[config.mk]
export PLATFORM = sky130hd
export DESIGN_NAME = slpc_queue
export DESIGN_NICKNAME = d
export VERILOG_FILES = /design/src/rtl/slpc_pkg.sv /design/src/rtl/slpc_queue.sv
export SDC_FILE = /design/constraint.sdc
export NUM_CORES = 1
export LEC_CHECK = 0
export ABC_AREA = 1
export BUFFER_PORTS_ARGS = -buffer_cell sky130_fd_sc_hd__buf_4
export CORE_UTILIZATION = 40
export DETAILED_ROUTE_END_ITERATION = 7
export MAX_ROUTING_LAYER = met4
export SLEW_MARGIN = 20
export SYNTH_ARGS = -nofsm -noshare
export SYNTH_HDL_FRONTEND = slang
export SYNTH_SLANG_ARGS = --single-unit
[constraint.sdc]
create_clock -name clk -period 10.5 [get_ports clk]
set_input_delay 1.05 -clock clk [delete_from_list [all_inputs] [get_ports clk]]
set_output_delay 1.05 -clock clk [all_outputs]
set_load 0.02 [all_outputs]
[src/rtl/slpc_pkg.sv]
`timescale 1ns / 1ps
`default_nettype none
// ----------------------------------------------------------------------------
// slpc_pkg: shared constants and types for the single-linkage clustering block
// Sizes of the point and distance stores and the request that passes from the
// front end to the clustering engine.
// ----------------------------------------------------------------------------
package slpc_pkg;
  localparam int MAX_POINTS     = 256;
  localparam int COORD_BITS     = 16;
  localparam int IN_COORD_W     = 16;
  localparam int IDX_W          = $clog2(MAX_POINTS);
  localparam int CNT_W          = $clog2(MAX_POINTS + 1);
  localparam int DIST_W         = 2 * COORD_BITS + 2;
  localparam int TRI_DEPTH      = MAX_POINTS * (MAX_POINTS - 1) / 2;
  localparam int TRI_W          = $clog2(TRI_DEPTH);
  localparam int TRI_CW         = $clog2(TRI_DEPTH + 1);
  localparam int MC_W           = 7;
  localparam int MAX_MERGES     = 64;
  localparam int DEFAULT_MERGES = 10;
  localparam int OUT_IDX_W      = 8;
  localparam int OUT_DIST_W     = 34;
  localparam int OUT_SIZE_W     = 9;

  // One classified point request from the front end.
  typedef struct packed {
    logic [COORD_BITS-1:0] x;
    logic [COORD_BITS-1:0] y;
    logic [COORD_BITS-1:0] z;
    logic [CNT_W-1:0]      slot;
    logic                  drop;
    logic                  last;
    logic                  ovf;
  } pt_req_t;
endpackage
`default_nettype wire

[src/rtl/slpc_queue.sv]
`timescale 1ns / 1ps
`default_nettype none
// ----------------------------------------------------------------------------
// slpc_queue: two-entry request queue
// Decouples the intake from the clustering engine.
// ----------------------------------------------------------------------------
module slpc_queue (
  input  wire                  clk,
  input  wire                  rst_n,
  input  wire                  push,
  input  slpc_pkg::pt_req_t    wdata,
  output logic                 full,
  input  wire                  pop,
  output logic                 not_empty,
  output slpc_pkg::pt_req_t    rdata
);
  import slpc_pkg::*;

  pt_req_t    mem_r [2];
  logic       wp_r;
  logic       rp_r;
  logic [1:0] cnt_r;

  assign full      = (cnt_r == 2'd2);
  assign not_empty = (cnt_r != 2'd0);
  assign rdata     = mem_r[rp_r];

  always_ff @(posedge clk) begin
    if (push) mem_r[wp_r] <= wdata;
  end

  always_ff @(posedge clk) begin
    if (!rst_n) begin
      wp_r  <= 1'b0;
      rp_r  <= 1'b0;
      cnt_r <= 2'd0;
    end else begin
      if (push) wp_r <= !wp_r;
      if (pop)  rp_r <= !rp_r;
      cnt_r <= cnt_r + {1'b0, push} - {1'b0, pop};
    end
  end
endmodule
`default_nettype wire

**Word level (Yosys, flattened, before mapping)**

Memories as Yosys holds them, arrays and structs flattened. A register that Yosys moved wholly into a read port is not among the register bits.
Index checks and enable logic that the tools add are counted.

- Multipliers: 0
- Divide/modulo/power cells: 0
- Shifts and indexed selects: 0
- Add/sub/neg operators: 2
- Eq/ne operators: 1
- Reduce and logical (&&, ||, !) cells: 3
- $lt $le $gt $ge: 0
- Multiplexer cells: 4
- Bitwise logic cells: 0

Operators by type and width:

| kind | number |
|---|---|
| two-way mux 1 bit | 4 |
| adder 2 x 1 -> 2 bit | 1 |
| equality test 2 bit, second input constant | 1 |
| zero test 1 bit | 2 |
| nonzero test 2 bit | 1 |
| subtractor 2 x 1 -> 2 bit | 1 |

- Latch bits: 0
- Memories: 1
- Output and inout port bits: 62
- Register bits after elaboration: 4
- Logic and storage cells: 14
- Memory bits (writable): 120
- Bits of input ports: 64
- Memory bits (read-only): 0

Memories:

| name | depth | width | rd ports | clocked after Yosys merged registers in | wr ports | line | text |
|---|---|---|---|---|---|---|---|
| mem_r | 2 | 60 | 1 | 1 | 1 | slpc_queue.sv:19 | `pt_req_t mem_r [2];` |

**Depth between registers and ports, before layout**

- Word-level depth: 3
- Gate-level depth with buffers: 7
- Gate-level depth less buffers: 7

**Worst setup path after synthesis**

No wires, ideal clock.

- Kind: input -> register
- Start: input port push
- End: memory mem_r[0][0] (netlist bit), enable pin
- Data arrival time: 3.607 ns
- Library setup time: 0.480 ns
- Data required time: 10.020 ns
- Slack: 6.413 ns
- Cell stages on the path: 2
- Path buffers: 0
- Cell sequence: inv_1 -> nor2_1

- Cells in the longest elaborated chain, start to end: 2

RTL lines:

| item | line | text |
|---|---|---|
| start: declaration | slpc_queue.sv:10 | `input wire push,` |
| two-way mux 1 bit | slpc_queue.sv:29 | `if (push) mem_r[wp_r] <= wdata;` |
| two-way mux 1 bit (implied by the code) | slpc_queue.sv:29 |  |
| end: declaration | slpc_queue.sv:19 |  |

No other way between the ends.

==> run_results.csv <==
group,metric,value,unit
placement,placement.io_buffers,125,
floorplanning,rows,39,
yosys,ys_seq_area_share,76.19,%
clocking,cts.htree.levels,4,
finish,layout_commonest_cell,"buf_4",
worst_hold_path,hp-class,"flop to flop",
floorplanning,io_pins,126,
timing,slew_headroom,45.12,%
critical_path,slowest_stage,"buf_6",
global_route,grt_overflow,0,
floorplanning,dieArea,12600,um^2
clocking,numCtsBuffers,17,
floorplanning,fp.dieH,112.2,um
yosys,avgSynthCellArea,22.10,um^2
routing,viasPerCell,4.562,
yosys,synth-xor-area-share,0,%
critical_path,cp_top_family,"buffers and inverters",
critical_path,crit_buf_inv,2,
yosys,synth_top_family_by_area,"multiplexers",
critical_path,cp-end-kind,"output pin",
finish,final_cell_mix,"buf_4, edfxtp_1, mux2_4",
clocking,clk_latency,0.39,ns
yosys,syn-instance-count,220,
yosys,synth_compound_area_share,0.1030,%
routing,routed_wl,7.993,mm
routing,vias,2354,
global_route,grt_start_max_net_pins,61,
critical_path,path_cells,"buf_6, mux2_4, buf_4",
critical_path,critPathKind,"flop to output pin",
timing,hold_viol,0,
placement,place_area,5881,um^2
critical_path,path_max_fanout,60,
clocking,clkSinkCount,125,
timing,rsz0062_at_grt,"false",
yosys,synth_simple_gate_area_share,1.416,%
timing,fin_crit,2.944,ns
yosys,yosys.area.top_type,"edfxtp_1",
finish,nNetsFinal,426,
timing,hold_ws,0.5110,ns
finish,area_growth,32.59,%
global_route,first_global_vias,2492,
routing,dr.pass1.iters,6,
yosys,yosys-mux-area-fraction,18.53,%
finish,drive_gt1_share,58.71,%
timing,timing.final.crit_share,28.04,%
critical_path,start_kind,"flop",
run,maxCapViolCount,0,
placement,place_congestion,0.6782,
global_route,use_met2,21.37,%
floorplanning,die_w,112.2,um
global_route,grt_usage,13.71,%
timing,timing.setup.tns,0,ns
timing,finalSetupViolCount,0,
routing,ant_nets,0,
timing,worst_pin_slew,0.8231,ns
yosys,synthAdderAreaFrac,0.5148,%
clocking,cts_tree,"built",
run_status,violations,"DRC",
floorplanning,initial_core_util,41.86,%
yosys,synthDistinctLibCells,11,
critical_path,slowest_delay,0.61,ns
global_route,grt_pass1_wl,12.36,mm
clocking,clockRootBuffer,"clkbuf_16",
run_status,status,"finished with violations",
global_route,gr-usage-met1,16.25,%
pwr,ir_drop,0.09368,mV
timing,slew_violations,0,
clocking,cts_max_path_buffers,2,
clocking,post_cts_resized,0,
yosys,netlist_area,4861,um^2
global_route,grt_antenna_before_repair,0,
routing,drc,7,
pwr,cellLeakagePower,0.002615,uW
pwr,p_per_area,199.4,nW/um^2
placement,hpwlAfterDp,4.939,mm
clocking,hold_buffers,0,
yosys,ys_ff_latch,125,
yosys,syn_nets,286,
clocking,cts_setup_buffers,0,
floorplanning,core,11610,um^2
critical_path,cp.required,9.45,ns
yosys,synth_warnings,0,
global_route,met3_usage,4.752,%
finish,final_area,6445,um^2
global_route,busiest_layer,"met2",
timing,fmax,339.7,MHz
clocking,clk_pin_slew_worst_paths,0.05,ns
yosys,synth_top_area_share,74.13,%
routing,post_drt_wl_per_cell,15.49,um
timing,clock_skew,0.005146,ns
finish,num_antenna_cells,0,
routing,drtIter0Drc,124,
critical_path,worstPathArrival,1.89,ns
yosys,synth.area.top_cells,"edfxtp_1, mux2_4, buf_12",
tightest hold or removal path: stages (launching register included):
cell,delay (ns)
dfxtp_1,0.33
nor2_1,0.06
nor2_1,0.08
stage by stage:
stage | worst slack [ns] | total power (uW) | instances | utilization [%]
6_report | 7.556 | 1285 | 516 | 55.49
5_1_grt | 7.475 | 1333 | 516 | 55.49
4_1_cts | 7.271 | 1300 | 516 | 55.46
3_5_place_dp | 7.703 | 752.0 | 484 | 50.64
3_3_place_gp | 7.706 | 749.5 | 484 | 50.64
2_1_floorplan | 6.413 | 692.0 | 220 | -
per-layer routing:
metal,wire (um),share of wire (%)
met4,85,1.1
met2,4023,50
met5,0,0
met3,410,5.1
met1,3474,43
Yosys cell counts:
cell and number:
mux2_4 60, edfxtp_1 120, inv_1 7, a21oi_1 1
buf_6 1, buf_12 6, nor2_1 8, dfxtp_1 5
ha_1 2, nand3_1 1, nand2_1 9
cells by family (layout without fill, tap and decap cells):
group,count (synthesis),count (layout)
compound gates,1,1
fa+ha+maj,2,2
buf+inv,14,167
flops,125,125
mux,60,60
simple gates,18,18
area by class of cell:
cell class	instances	area [um^2]
well taps	143	178.9
clock buffers	20	436.7
fillers	929	5169
multi-input cells	81	1007
flip-flops and latches	125	3707
inverters	7	26.28
repair buffers	128	964.7
clock inverters	12	123.9
registers in the layout, summed over array words and instances (netlist names), named ones only:
name and flops:
wp_r 1, mem_r 120, cnt_r 2, rp_r 1
where the power goes:
group / total [uW] / switching [uW] / internal [uW]
logic: 155 / 75.9 / 78.6
clock network: 546 / 199 / 347
registers: 584 / 6.69 / 578
final timing paths:
| kind | from | end | slack (ns) | depth (start not counted) |
|---|---|---|---|---|
| worst max register to register | wp_r | mem_r[1][44] | 8.62 | 3 |
| worst max-delay path | flop | rdata[4] | 7.56 | 3 |
| worst min-delay path | rp_r | rp_r | 0.51 | 2 |
| worst min register to register | rp_r | rp_r | 0.51 | 2 |
No activity file was read; power rests on OpenSTA's default activity.
