==> config.mk <==
export PLATFORM = sky130hd
export DESIGN_NAME = slpc_front_flat
export DESIGN_NICKNAME = d
export VERILOG_FILES = /design/src/rtl/slpc_pkg.sv /design/src/rtl/slpc_in_if.sv /design/src/rtl/slpc_front.sv /design/src/flat_wrapper.sv
export SDC_FILE = /design/constraint.sdc
export NUM_CORES = 1
export LEC_CHECK = 0
export ABC_AREA = 1
export BUFFER_PORTS_ARGS = -buffer_cell sky130_fd_sc_hd__buf_2
export CORE_MARGIN = 2
export CORE_UTILIZATION = 35
export DETAILED_ROUTE_END_ITERATION = 10
export GPL_ROUTABILITY_DRIVEN = 0
export PLACE_DENSITY = 0.83
export SKIP_LAST_GASP = 1
export SYNTH_ARGS = -nofsm -noshare
export SYNTH_HDL_FRONTEND = slang
export SYNTH_SLANG_ARGS = --single-unit
==> constraint.sdc <==
create_clock -name clk -period 1.6 [get_ports clk]
set_input_delay 0.16 -clock clk [delete_from_list [all_inputs] [get_ports clk]]
set_output_delay 0.16 -clock clk [all_outputs]
set_load 0.1 [all_outputs]
==> src/rtl/slpc_pkg.sv <==
`timescale 1ns / 1ps
`default_nettype none
// ----------------------------------------------------------------------------
// slpc_pkg: shared constants and types for the single-linkage clustering block
// Sizes of the point and distance stores and the request that passes from the
// front end to the clustering engine.
// ----------------------------------------------------------------------------
package slpc_pkg;
  localparam int MAX_POINTS     = 256;
  localparam int COORD_BITS     = 16;
  localparam int IN_COORD_W     = 16;
  localparam int IDX_W          = $clog2(MAX_POINTS);
  localparam int CNT_W          = $clog2(MAX_POINTS + 1);
  localparam int DIST_W         = 2 * COORD_BITS + 2;
  localparam int TRI_DEPTH      = MAX_POINTS * (MAX_POINTS - 1) / 2;
  localparam int TRI_W          = $clog2(TRI_DEPTH);
  localparam int TRI_CW         = $clog2(TRI_DEPTH + 1);
  localparam int MC_W           = 7;
  localparam int MAX_MERGES     = 64;
  localparam int DEFAULT_MERGES = 10;
  localparam int OUT_IDX_W      = 8;
  localparam int OUT_DIST_W     = 34;
  localparam int OUT_SIZE_W     = 9;

  // One classified point request from the front end.
  typedef struct packed {
    logic [COORD_BITS-1:0] x;
    logic [COORD_BITS-1:0] y;
    logic [COORD_BITS-1:0] z;
    logic [CNT_W-1:0]      slot;
    logic                  drop;
    logic                  last;
    logic                  ovf;
  } pt_req_t;
endpackage
`default_nettype wire

==> src/rtl/slpc_in_if.sv <==
`timescale 1ns / 1ps
`default_nettype none
// ----------------------------------------------------------------------------
// slpc_in_if: point input channel
// Valid/ready channel carrying one 3-D point and its end-of-set mark.
// ----------------------------------------------------------------------------
interface slpc_in_if;
  logic        valid;
  logic        ready;
  logic [15:0] coord_x;
  logic [15:0] coord_y;
  logic [15:0] coord_z;
  logic        last_point;
  modport source (output valid, coord_x, coord_y, coord_z, last_point, input ready);
  modport sink   (input valid, coord_x, coord_y, coord_z, last_point, output ready);
endinterface
`default_nettype wire

==> src/rtl/slpc_front.sv <==
`timescale 1ns / 1ps
`default_nettype none
// ----------------------------------------------------------------------------
// slpc_front: point intake
// Accepts points, assigns store slots and flags points beyond capacity.
// ----------------------------------------------------------------------------
module slpc_front (
  input  wire                  clk,
  input  wire                  rst_n,
  slpc_in_if.sink              in_ch,
  input  wire                  q_full,
  output logic                 q_push,
  output slpc_pkg::pt_req_t    q_wdata
);
  import slpc_pkg::*;

  logic [CNT_W-1:0] cnt_r;
  logic             ovf_r;
  logic             full_store;

  assign in_ch.ready = !q_full;
  assign q_push      = in_ch.valid && !q_full;
  assign full_store  = (cnt_r == CNT_W'(MAX_POINTS));

  always_comb begin
    q_wdata.x    = COORD_BITS'(in_ch.coord_x);
    q_wdata.y    = COORD_BITS'(in_ch.coord_y);
    q_wdata.z    = COORD_BITS'(in_ch.coord_z);
    q_wdata.slot = cnt_r;
    q_wdata.drop = full_store;
    q_wdata.last = in_ch.last_point;
    q_wdata.ovf  = ovf_r || full_store;
  end

  always_ff @(posedge clk) begin
    if (!rst_n) begin
      cnt_r <= '0;
      ovf_r <= 1'b0;
    end else if (q_push) begin
      if (in_ch.last_point) begin
        cnt_r <= '0;
        ovf_r <= 1'b0;
      end else if (full_store) begin
        ovf_r <= 1'b1;
      end else begin
        cnt_r <= cnt_r + 1'b1;
      end
    end
  end
endmodule
`default_nettype wire

==> src/flat_wrapper.sv <==
// flat-port wrapper written by rule: the top's interface ports become plain ports
module slpc_front_flat import slpc_pkg::*;
  (clk, rst_n, q_full, q_push, q_wdata, in_ch_valid, in_ch_coord_x, in_ch_coord_y, in_ch_coord_z, in_ch_last_point, in_ch_ready);
  slpc_in_if in_ch_i ();
  input  wire clk;
  input  wire rst_n;
  input  wire q_full;
  output logic q_push;
  output slpc_pkg::pt_req_t q_wdata;
  input wire logic [$bits(in_ch_i.valid)-1:0] in_ch_valid;
  input wire logic [$bits(in_ch_i.coord_x)-1:0] in_ch_coord_x;
  input wire logic [$bits(in_ch_i.coord_y)-1:0] in_ch_coord_y;
  input wire logic [$bits(in_ch_i.coord_z)-1:0] in_ch_coord_z;
  input wire logic [$bits(in_ch_i.last_point)-1:0] in_ch_last_point;
  output wire logic [$bits(in_ch_i.ready)-1:0] in_ch_ready;
  assign in_ch_i.valid = in_ch_valid;
  assign in_ch_i.coord_x = in_ch_coord_x;
  assign in_ch_i.coord_y = in_ch_coord_y;
  assign in_ch_i.coord_z = in_ch_coord_z;
  assign in_ch_i.last_point = in_ch_last_point;
  assign in_ch_ready = in_ch_i.ready;
  slpc_front u_core (.clk(clk), .rst_n(rst_n), .in_ch(in_ch_i), .q_full(q_full), .q_push(q_push), .q_wdata(q_wdata));
endmodule
* Word level (Yosys, flattened, before mapping)
Cells that the tools add are included.
Storage, ports and cells: flip-flop bits (word level) 10, latch bits 0, RAM bits 0, bits in read-only memories 0, input port bits 53, memories kept 0
Operators by class: add/subtract/negate cells 1, $mul 0, div/mod/pow operators 0, $lt $le $gt $ge 0, eq/ne operators 2, shift operators 0, muxes and demuxes 4, bitwise operators 0, reduce and logical (&&, ||, !) cells 6
Operators with widths (count):
- two-way mux 9 bit | 2
- adder 9 x 1 -> 9 bit, second input constant | 1
- == test 9 bit, second input constant | 1
- AND reduction 2 bit | 2
- two-way mux 1 bit | 2
- != test 2 bit, second input constant | 1
- nonzero test 2 bit | 1
- logical AND 1 bit | 1
- zero test 1 bit | 1
- logical OR 1 bit | 1

* Logic depth before layout (Yosys ltp)
Gate-level depths: netlist of run 1.
word-level depth 3, mapped depth 10, depth with buffers taken out 10

* Worst setup path before layout of run 1
Ideal clock, no wire load.
kind register -> register, start reg u_core.cnt_r[0], end reg u_core.ovf_r, setup time 0.123 ns, data arrival time 2.519 ns, required time 1.477 ns, path slack -1.041 ns, cell stages (with the launch flop) 8, buffers on the path 0, clock period less this slack 2.641 ns, cells stage by stage dfxtp_1 > inv_1 > ha_1 > nand2_1 > nor2_2 > nand2_4 > nand2_1 > nor3b_1
On the way: word-level cells in the longest chain between the ends 3
Ends and longest elaborated chain:
- from (decl) | line slpc_front.sv:17 | logic [CNT_W-1:0] cnt_r;
- from (signal assigned) | line slpc_front.sv:46 | cnt_r <= cnt_r + 1'b1;
- == test 9 bit | line slpc_front.sv:23 | assign full_store = (cnt_r == CNT_W'(MAX_POINTS));
- nonzero test 2 bit (no source line)
- AND reduction 2 bit (no source line)
- to (signal assigned) | line slpc_front.sv:38 | ovf_r <= 1'b0;
- to (signal assigned) | line slpc_front.sv:42 | ovf_r <= 1'b0;
- to (signal assigned) | line slpc_front.sv:44 | ovf_r <= 1'b1;
- to (decl) | line slpc_front.sv:18 | logic ovf_r;
No other way between the ends. A chain may end at the register's enable or synchronous reset.

==> results.cfg, run 1 <==
[run_status]
run_status = completed

[setup_path]
timing.critical_path.required_ns = 1.44
cp_cell_sequence = inv_2 -> ha_2 -> nand2_2 -> nor2_4 -> nand2_4 -> nand2_4 -> buf_12
critPathArrivalTime_ns = 1.39
critical_path.most_common_cell = sky130_fd_sc_hd__nand2_4
critical_path_class = reg -> out
critical_path_peak_fanout = 7
endpoint_kind = output port
path_delay_family = simple AND/OR/NAND/NOR gates
timing.critical_path.slowest_cell_delay_ns = 0.36
start_kind = register
critical_path_buf_inv_count = 2
worst_path_max_delay_cell = sky130_fd_sc_hd__dfxtp_4

[pwr]
share_clk_of_total_power_pct = 24.0
share_seq_of_total_power_pct = 36.4
pwrdens_mw_per_mm2 = 769
total_leakage_power_nw = 0.519
comb_power_share_pct = 39.6
ir_worst_vdd_v = 0.000263
switching_power_uw = 316
power_uw = 745
internal_power_uw = 429
switching_power_as_a_share_of_total_power_pct = 42.4

[clock_tree]
cts_tree = done
cts_num_sinks = 10
cts_inserted_buffers = 3
cts-root-to-sink-buffers = 2
post_cts_clock_slew_at_the_launch_and_capture_registers_of_the_worst_setup_and_hold_paths_ns = 0.07
clkLatencyLatePin_ns = 0.26
root_buffer = sky130_fd_sc_hd__clkbuf_4
h-tree-depth = 1

[grt]
first_pass_grt_wire_length_microns = 3020
grt_max_degree = 11
grt_pass1_vias = 751
grt_antenna_before_repair = 0
track_usage_pct = 10.7
grt_overflow = 0

[worst_hold_path]
worst_hold_path_type = in -> reg

[floorplanning]
initial_standard_cell_utilization_of_the_core_pct = 36.3
io_pins = 115
rows = 20
chipHeight_microns = 59.8
core_region_area_sq_mm = 0.00300
die_w_microns = 59.8
die_area_sq_mm = 0.00358

[routing]
route.detailed.vias_per_inst = 4.57
vias = 791
initialDrtViolationCount = 13
detail_route.wirelength_microns = 1790
wire_per_inst_microns = 10.3
antenna_violating_nets_post_route = 0
drc_errors = 0
firstDrtPassIters = 4

[yosys]
yosysSeqAreaShare_pct = 18.4
synth_top_cells_by_count = sky130_fd_sc_hd__buf_4 (50), sky130_fd_sc_hd__nand2_1 (31), sky130_fd_sc_hd__inv_1 (23), sky130_fd_sc_hd__nand3_1 (17), sky130_fd_sc_hd__dfxtp_1 (10)
postSynth.asyncResetShare_pct = 0
gate_count_post_synth = 164
synthDistinctLibCells = 16
yosys_register_bits = 10
post-synth-top-count-cell = sky130_fd_sc_hd__buf_4
avgSynthCellArea_sq_um = 6.65
synth_area_leader_cell = sky130_fd_sc_hd__buf_4
cell_area_synth_sq_mm = 0.00109
ys_flop_type = sky130_fd_sc_hd__dfxtp_1
synth.area.top_cells = sky130_fd_sc_hd__buf_4 (34%), sky130_fd_sc_hd__dfxtp_1 (18%), sky130_fd_sc_hd__nand2_1 (11%), sky130_fd_sc_hd__inv_1 (7.9%), sky130_fd_sc_hd__nand3_1 (7.8%)
synth_enable_flop_cells = 0
synth_fp_nets = 219
yosys.area.top_type_share_pct = 34.4
synth_warnings = 0

[place]
port_buffer_cells = 18
hpwl_microns = 1400

[sta]
finalClockSkew_ns = 0.00738
timing.final.max_slew_violations = 0
final_critical_path_share_of_the_clock_period_pct = 96.6
setup_total_negative_slack_ns = 0
tightestPinTransition_ns = 0.493
hold_viol_final = 0
finalSetupViolCount = 0
relative_max_transition_margin_pct = 67.4
finalCriticalPeriod_ns = 1.55
clock.fmax_ghz = 0.647

[run]
maxCapViolations = 0

[final_layout]
syn_to_final_growth_pct = -11.1
number_of_antenna_cells_inserted = 0
drive_gt1_share_pct = 36.4
finalNetCount = 196
## routing by layer
metal / vias up / wire (microns) / track usage [%]
met5: - / 0 / 0
met4: 0 / 52 / 5.40
met3: 12 / 141 / 4.11
met2: 17 / 872 / 18.5
met1: 353 / 723 / 11.1
li1: 409 / - / -
## flip-flops by register name, indices dropped and copies added (netlist names)
| signal | flops |
|---|---|
| u_core.cnt_r | 9 |
| u_core.ovf_r | 1 |
## per-stage QoR
stage	setup WS (ns)	hold slack [ns]	std cells	utilization, %	area (sq um)
2_1_floorplan	0.00822	0.277	164	-	1120
3_3_place_gp	0.289	0.321	165	30.0	902
3_5_place_dp	0.267	0.321	165	30.0	902
4_1_cts	0.000555	0.175	169	30.9	928
5_1_grt	-0.00158	0.191	173	32.3	968
6_report	0.0540	0.184	173	32.3	968
## kinds of logic (layout without fill, tap and decap cells)
| family | Yosys count | in the layout | share of synthesized area [%] |
|---|---|---|---|
| buffers and inverters | 74 | 50 | 42.7 |
| DFF | 10 | 10 | 18.4 |
| and+or+nand+nor | 72 | 72 | 33.9 |
| adders and majority gates | 2 | 2 | 2.30 |
| AOI/OAI and AO/OA | 6 | 6 | 2.75 |
## tightest hold or removal path: stages
cell and delay [ns]:
sky130_fd_sc_hd__buf_2 0.14, sky130_fd_sc_hd__nand2_1 0.07, sky130_fd_sc_hd__nor2_1 0.04
## power groups by stage
stage	clock network [mW]	registers (mW)	logic, mW
after detailed placement	0	0.277	0.282
after floorplan	0	0.353	0.720
after global placement	0	0.276	0.281
after CTS	0.187	0.272	0.283
final	0.178	0.271	0.295
after global routing	0.192	0.273	0.316
## timing repair
item,CTS,global route
endpoints found under the setup margin,1,2
hold buffers,0,0
pin swaps,0,4
gates resized for setup,1,4
buffers inserted,0,4
## final cells by class
type	count	area, sq um
fillers	334	2030
clock buffers	4	26.3
well taps	33	41.3
inverters	24	90.1
repair buffers	22	150
flip-flops and latches	10	219
multi-input cells	80	442
## cells in the final DEF, fill, tap and decap left out
| cell type | count |
|---|---|
| sky130_fd_sc_hd__a21oi_1 | 5 |
| sky130_fd_sc_hd__buf_12 | 2 |
| sky130_fd_sc_hd__buf_2 | 16 |
| sky130_fd_sc_hd__buf_4 | 4 |
| sky130_fd_sc_hd__clkbuf_1 | 1 |
| sky130_fd_sc_hd__clkbuf_4 | 3 |
| sky130_fd_sc_hd__dfxtp_1 | 1 |
| sky130_fd_sc_hd__dfxtp_2 | 6 |
| sky130_fd_sc_hd__dfxtp_4 | 3 |
| sky130_fd_sc_hd__ha_1 | 1 |
| sky130_fd_sc_hd__ha_2 | 1 |
| sky130_fd_sc_hd__inv_1 | 21 |
| sky130_fd_sc_hd__inv_2 | 3 |
| sky130_fd_sc_hd__nand2_1 | 29 |
| sky130_fd_sc_hd__nand2_2 | 1 |
| sky130_fd_sc_hd__nand2_4 | 4 |
| sky130_fd_sc_hd__nand2_8 | 1 |
| sky130_fd_sc_hd__nand3_1 | 17 |
| sky130_fd_sc_hd__nand4_1 | 5 |
| sky130_fd_sc_hd__nor2_1 | 7 |
| sky130_fd_sc_hd__nor2_2 | 5 |
| sky130_fd_sc_hd__nor2_4 | 2 |
| sky130_fd_sc_hd__nor3b_1 | 1 |
| sky130_fd_sc_hd__o21ai_0 | 1 |
## final timing paths
| path | cells after the start | endpoint | startpoint | slack, ns |
|---|---|---|---|---|
| max reg2reg | 9 | u_core.cnt_r[6]$_SDFFE_PN0P_ | u_core.cnt_r[1]$_SDFFE_PN0P_ | 0.27 |
| min | 3 | u_core.cnt_r[5]$_SDFFE_PN0P_ | rst_n | 0.18 |
| max | 7 | q_wdata[0] | u_core.cnt_r[0]$_SDFFE_PN0P_ | 0.05 |
| min reg2reg | 2 | u_core.ovf_r$_SDFFE_PN0P_ | u_core.ovf_r$_SDFFE_PN0P_ | 0.50 |
Note: power is estimated with default switching activity, not from simulation.
==> run 2: changes to the inputs <==
- CORE_UTILIZATION: 35 -> 36
- CTS_BUF_LIST: default -> sky130_fd_sc_hd__clkbuf_4
- PLACE_DENSITY: 0.83 -> 0.85
==> results.cfg, run 2 (synthesis results as in run 1) <==
[pwr]
switching_power_uw = 323
comb_power_share_pct = 37.7
share_clk_of_total_power_pct = 26.8
total_leakage_power_nw = 0.515
pwrdens_mw_per_mm2 = 803
internal_power_uw = 442
power_uw = 765
switching_power_as_a_share_of_total_power_pct = 42.2
share_seq_of_total_power_pct = 35.5
ir_worst_vdd_v = 0.000238

[setup_path]
critical_path.most_common_cell = sky130_fd_sc_hd__nand2_4
worst_path_max_delay_cell = sky130_fd_sc_hd__dfxtp_4
endpoint_kind = output port
critical_path_peak_fanout = 6
critPathArrivalTime_ns = 1.37
cp.depth = 7
timing.critical_path.slowest_cell_delay_ns = 0.36
critical_path_buf_inv_count = 2
ff2ff_path_depth = 9
critical_path_class = reg -> out
start_kind = register
timing.critical_path.required_ns = 1.44
path_delay_family = simple AND/OR/NAND/NOR gates
cp_cell_sequence = inv_2 -> ha_1 -> nand2_1 -> nor2_2 -> nand2_4 -> nand2_4 -> buf_12

[routing]
antenna_violating_nets_post_route = 0
detail_route.wirelength_microns = 1740
route.detailed.vias_per_inst = 4.76
wire_per_inst_microns = 10.2
drc_errors = 0
initialDrtViolationCount = 17
vias = 809
firstDrtPassIters = 4

[sta]
clock.fmax_ghz = 0.653
setup_total_negative_slack_ns = 0
final_critical_path_share_of_the_clock_period_pct = 95.7
finalCriticalPeriod_ns = 1.53
worst_slack_ns = 0.0694
finalSetupViolCount = 0
hold_viol_final = 0
grt_setup_unrepaired = no
relative_max_transition_margin_pct = 67.4
worst_hold_slack_ns = 0.179
finalClockSkew_ns = 0.00802
tightestPinTransition_ns = 0.492
timing.final.max_slew_violations = 0

[floorplanning]
io_pins = 115
core_region_area_sq_mm = 0.00281
die_area_sq_mm = 0.00348
chipHeight_microns = 59.0
die_w_microns = 59.0
rows = 19
initial_standard_cell_utilization_of_the_core_pct = 38.8

[grt]
grt_max_degree = 11
grt_overflow = 0
first_pass_grt_wire_length_microns = 2880
grt_pass1_vias = 674
grt_antenna_before_repair = 0
track_usage_pct = 10.9

[final_layout]
largest_registers = u_core.cnt_r (9), u_core.ovf_r (1)
mostFrequentLayoutCell = sky130_fd_sc_hd__nand2_1
layout_common_cells = sky130_fd_sc_hd__nand2_1 (30), sky130_fd_sc_hd__inv_1 (21), sky130_fd_sc_hd__nand3_1 (17), sky130_fd_sc_hd__buf_2 (16), sky130_fd_sc_hd__nor2_1 (7)
finalNetCount = 195
largest_register_ff_count = 9
fin_cells = 170
drive_gt1_share_pct = 35.3
syn_to_final_growth_pct = -12.6
number_of_antenna_cells_inserted = 0
top_register = u_core.cnt_r

[place]
port_buffer_cells = 18
placed_cells = 164
placement.setup.worst_slack_ns = 0.267
hpwl_microns = 1330

[clock_tree]
root_buffer = sky130_fd_sc_hd__clkbuf_4
cts_tree = done
clkLatencyLatePin_ns = 0.27
h-tree-depth = 1
cts-root-to-sink-buffers = 2
cts_hold_buffers = 0
post_cts_clock_slew_at_the_launch_and_capture_registers_of_the_worst_setup_and_hold_paths_ns = 0.07
cts_inserted_buffers = 3
cts_num_sinks = 10

[worst_hold_path]
worst_hold_path_type = in -> reg
hold-path-cell-count = 3

[run_status]
run_status = completed

[run]
maxCapViolations = 0
-- run 2: worst paths after layout --
kind                                 from                           end  slack [ns]
max reg2reg  u_core.cnt_r[0]$_SDFFE_PN0P_  u_core.cnt_r[4]$_SDFFE_PN0P_        0.19
min reg2reg     u_core.ovf_r$_SDFFE_PN0P_     u_core.ovf_r$_SDFFE_PN0P_        0.49
min                                 rst_n  u_core.cnt_r[5]$_SDFFE_PN0P_        0.18
max          u_core.cnt_r[0]$_SDFFE_PN0P_                    q_wdata[0]        0.07
-- run 2: per-stage QoR --
step / cell area (sq um) / util (%)
after floorplan: 1120 / -
after global placement: 907 / 32.3
after detailed placement: 907 / 32.3
after CTS: 945 / 33.7
after global routing: 952 / 33.9
final: 952 / 33.9
-- run 2: per-layer routing --
| layer | track usage, % | wire length [microns] | vias up |
|---|---|---|---|
| li1 | - | - | 408 |
| met1 | 13.3 | 719 | 368 |
| met2 | 15.7 | 835 | 27 |
| met3 | 2.62 | 141 | 6 |
| met4 | 9.74 | 41 | 0 |
| met5 | 0 | 0 | - |
-- run 2: worst register-to-register path, delay by kind of cell (launching register included) --
| kind | cells | cell delay [ns] |
|---|---|---|
| flops | 1 | 0.36 |
| compound gates | 1 | 0.07 |
| buf+inv | 3 | 0.35 |
| simple gates | 4 | 0.38 |
| fa+ha+maj | 1 | 0.13 |
-- run 2: what timing repair did --
| action | 4_1_cts | 5_1_grt |
|---|---|---|
| endpoints found under the setup margin | 1 | 2 |
| cloned | 0 | 0 |
| resized for setup | 1 | 1 |
| pin swaps | 0 | 2 |
| setup buffers | 1 | 1 |
-- run 2: final cells by class --
cell class / instances / area [sq um]
Sequential cell: 10 / 219
Multi-Input combinational cell: 80 / 432
Tap cell: 31 / 38.8
Clock buffer: 4 / 30.0
Inverter: 24 / 90.1
Timing Repair Buffer: 21 / 143
Fill cell: 308 / 1850
-- run 2: power by group through the flow --
stage	registers (mW)	logic (mW)	clock network, mW
3_3_place_gp	0.277	0.282	0
2_1_floorplan	0.353	0.720	0
6_report	0.272	0.289	0.205
5_1_grt	0.273	0.308	0.224
3_5_place_dp	0.277	0.284	0
4_1_cts	0.271	0.288	0.210
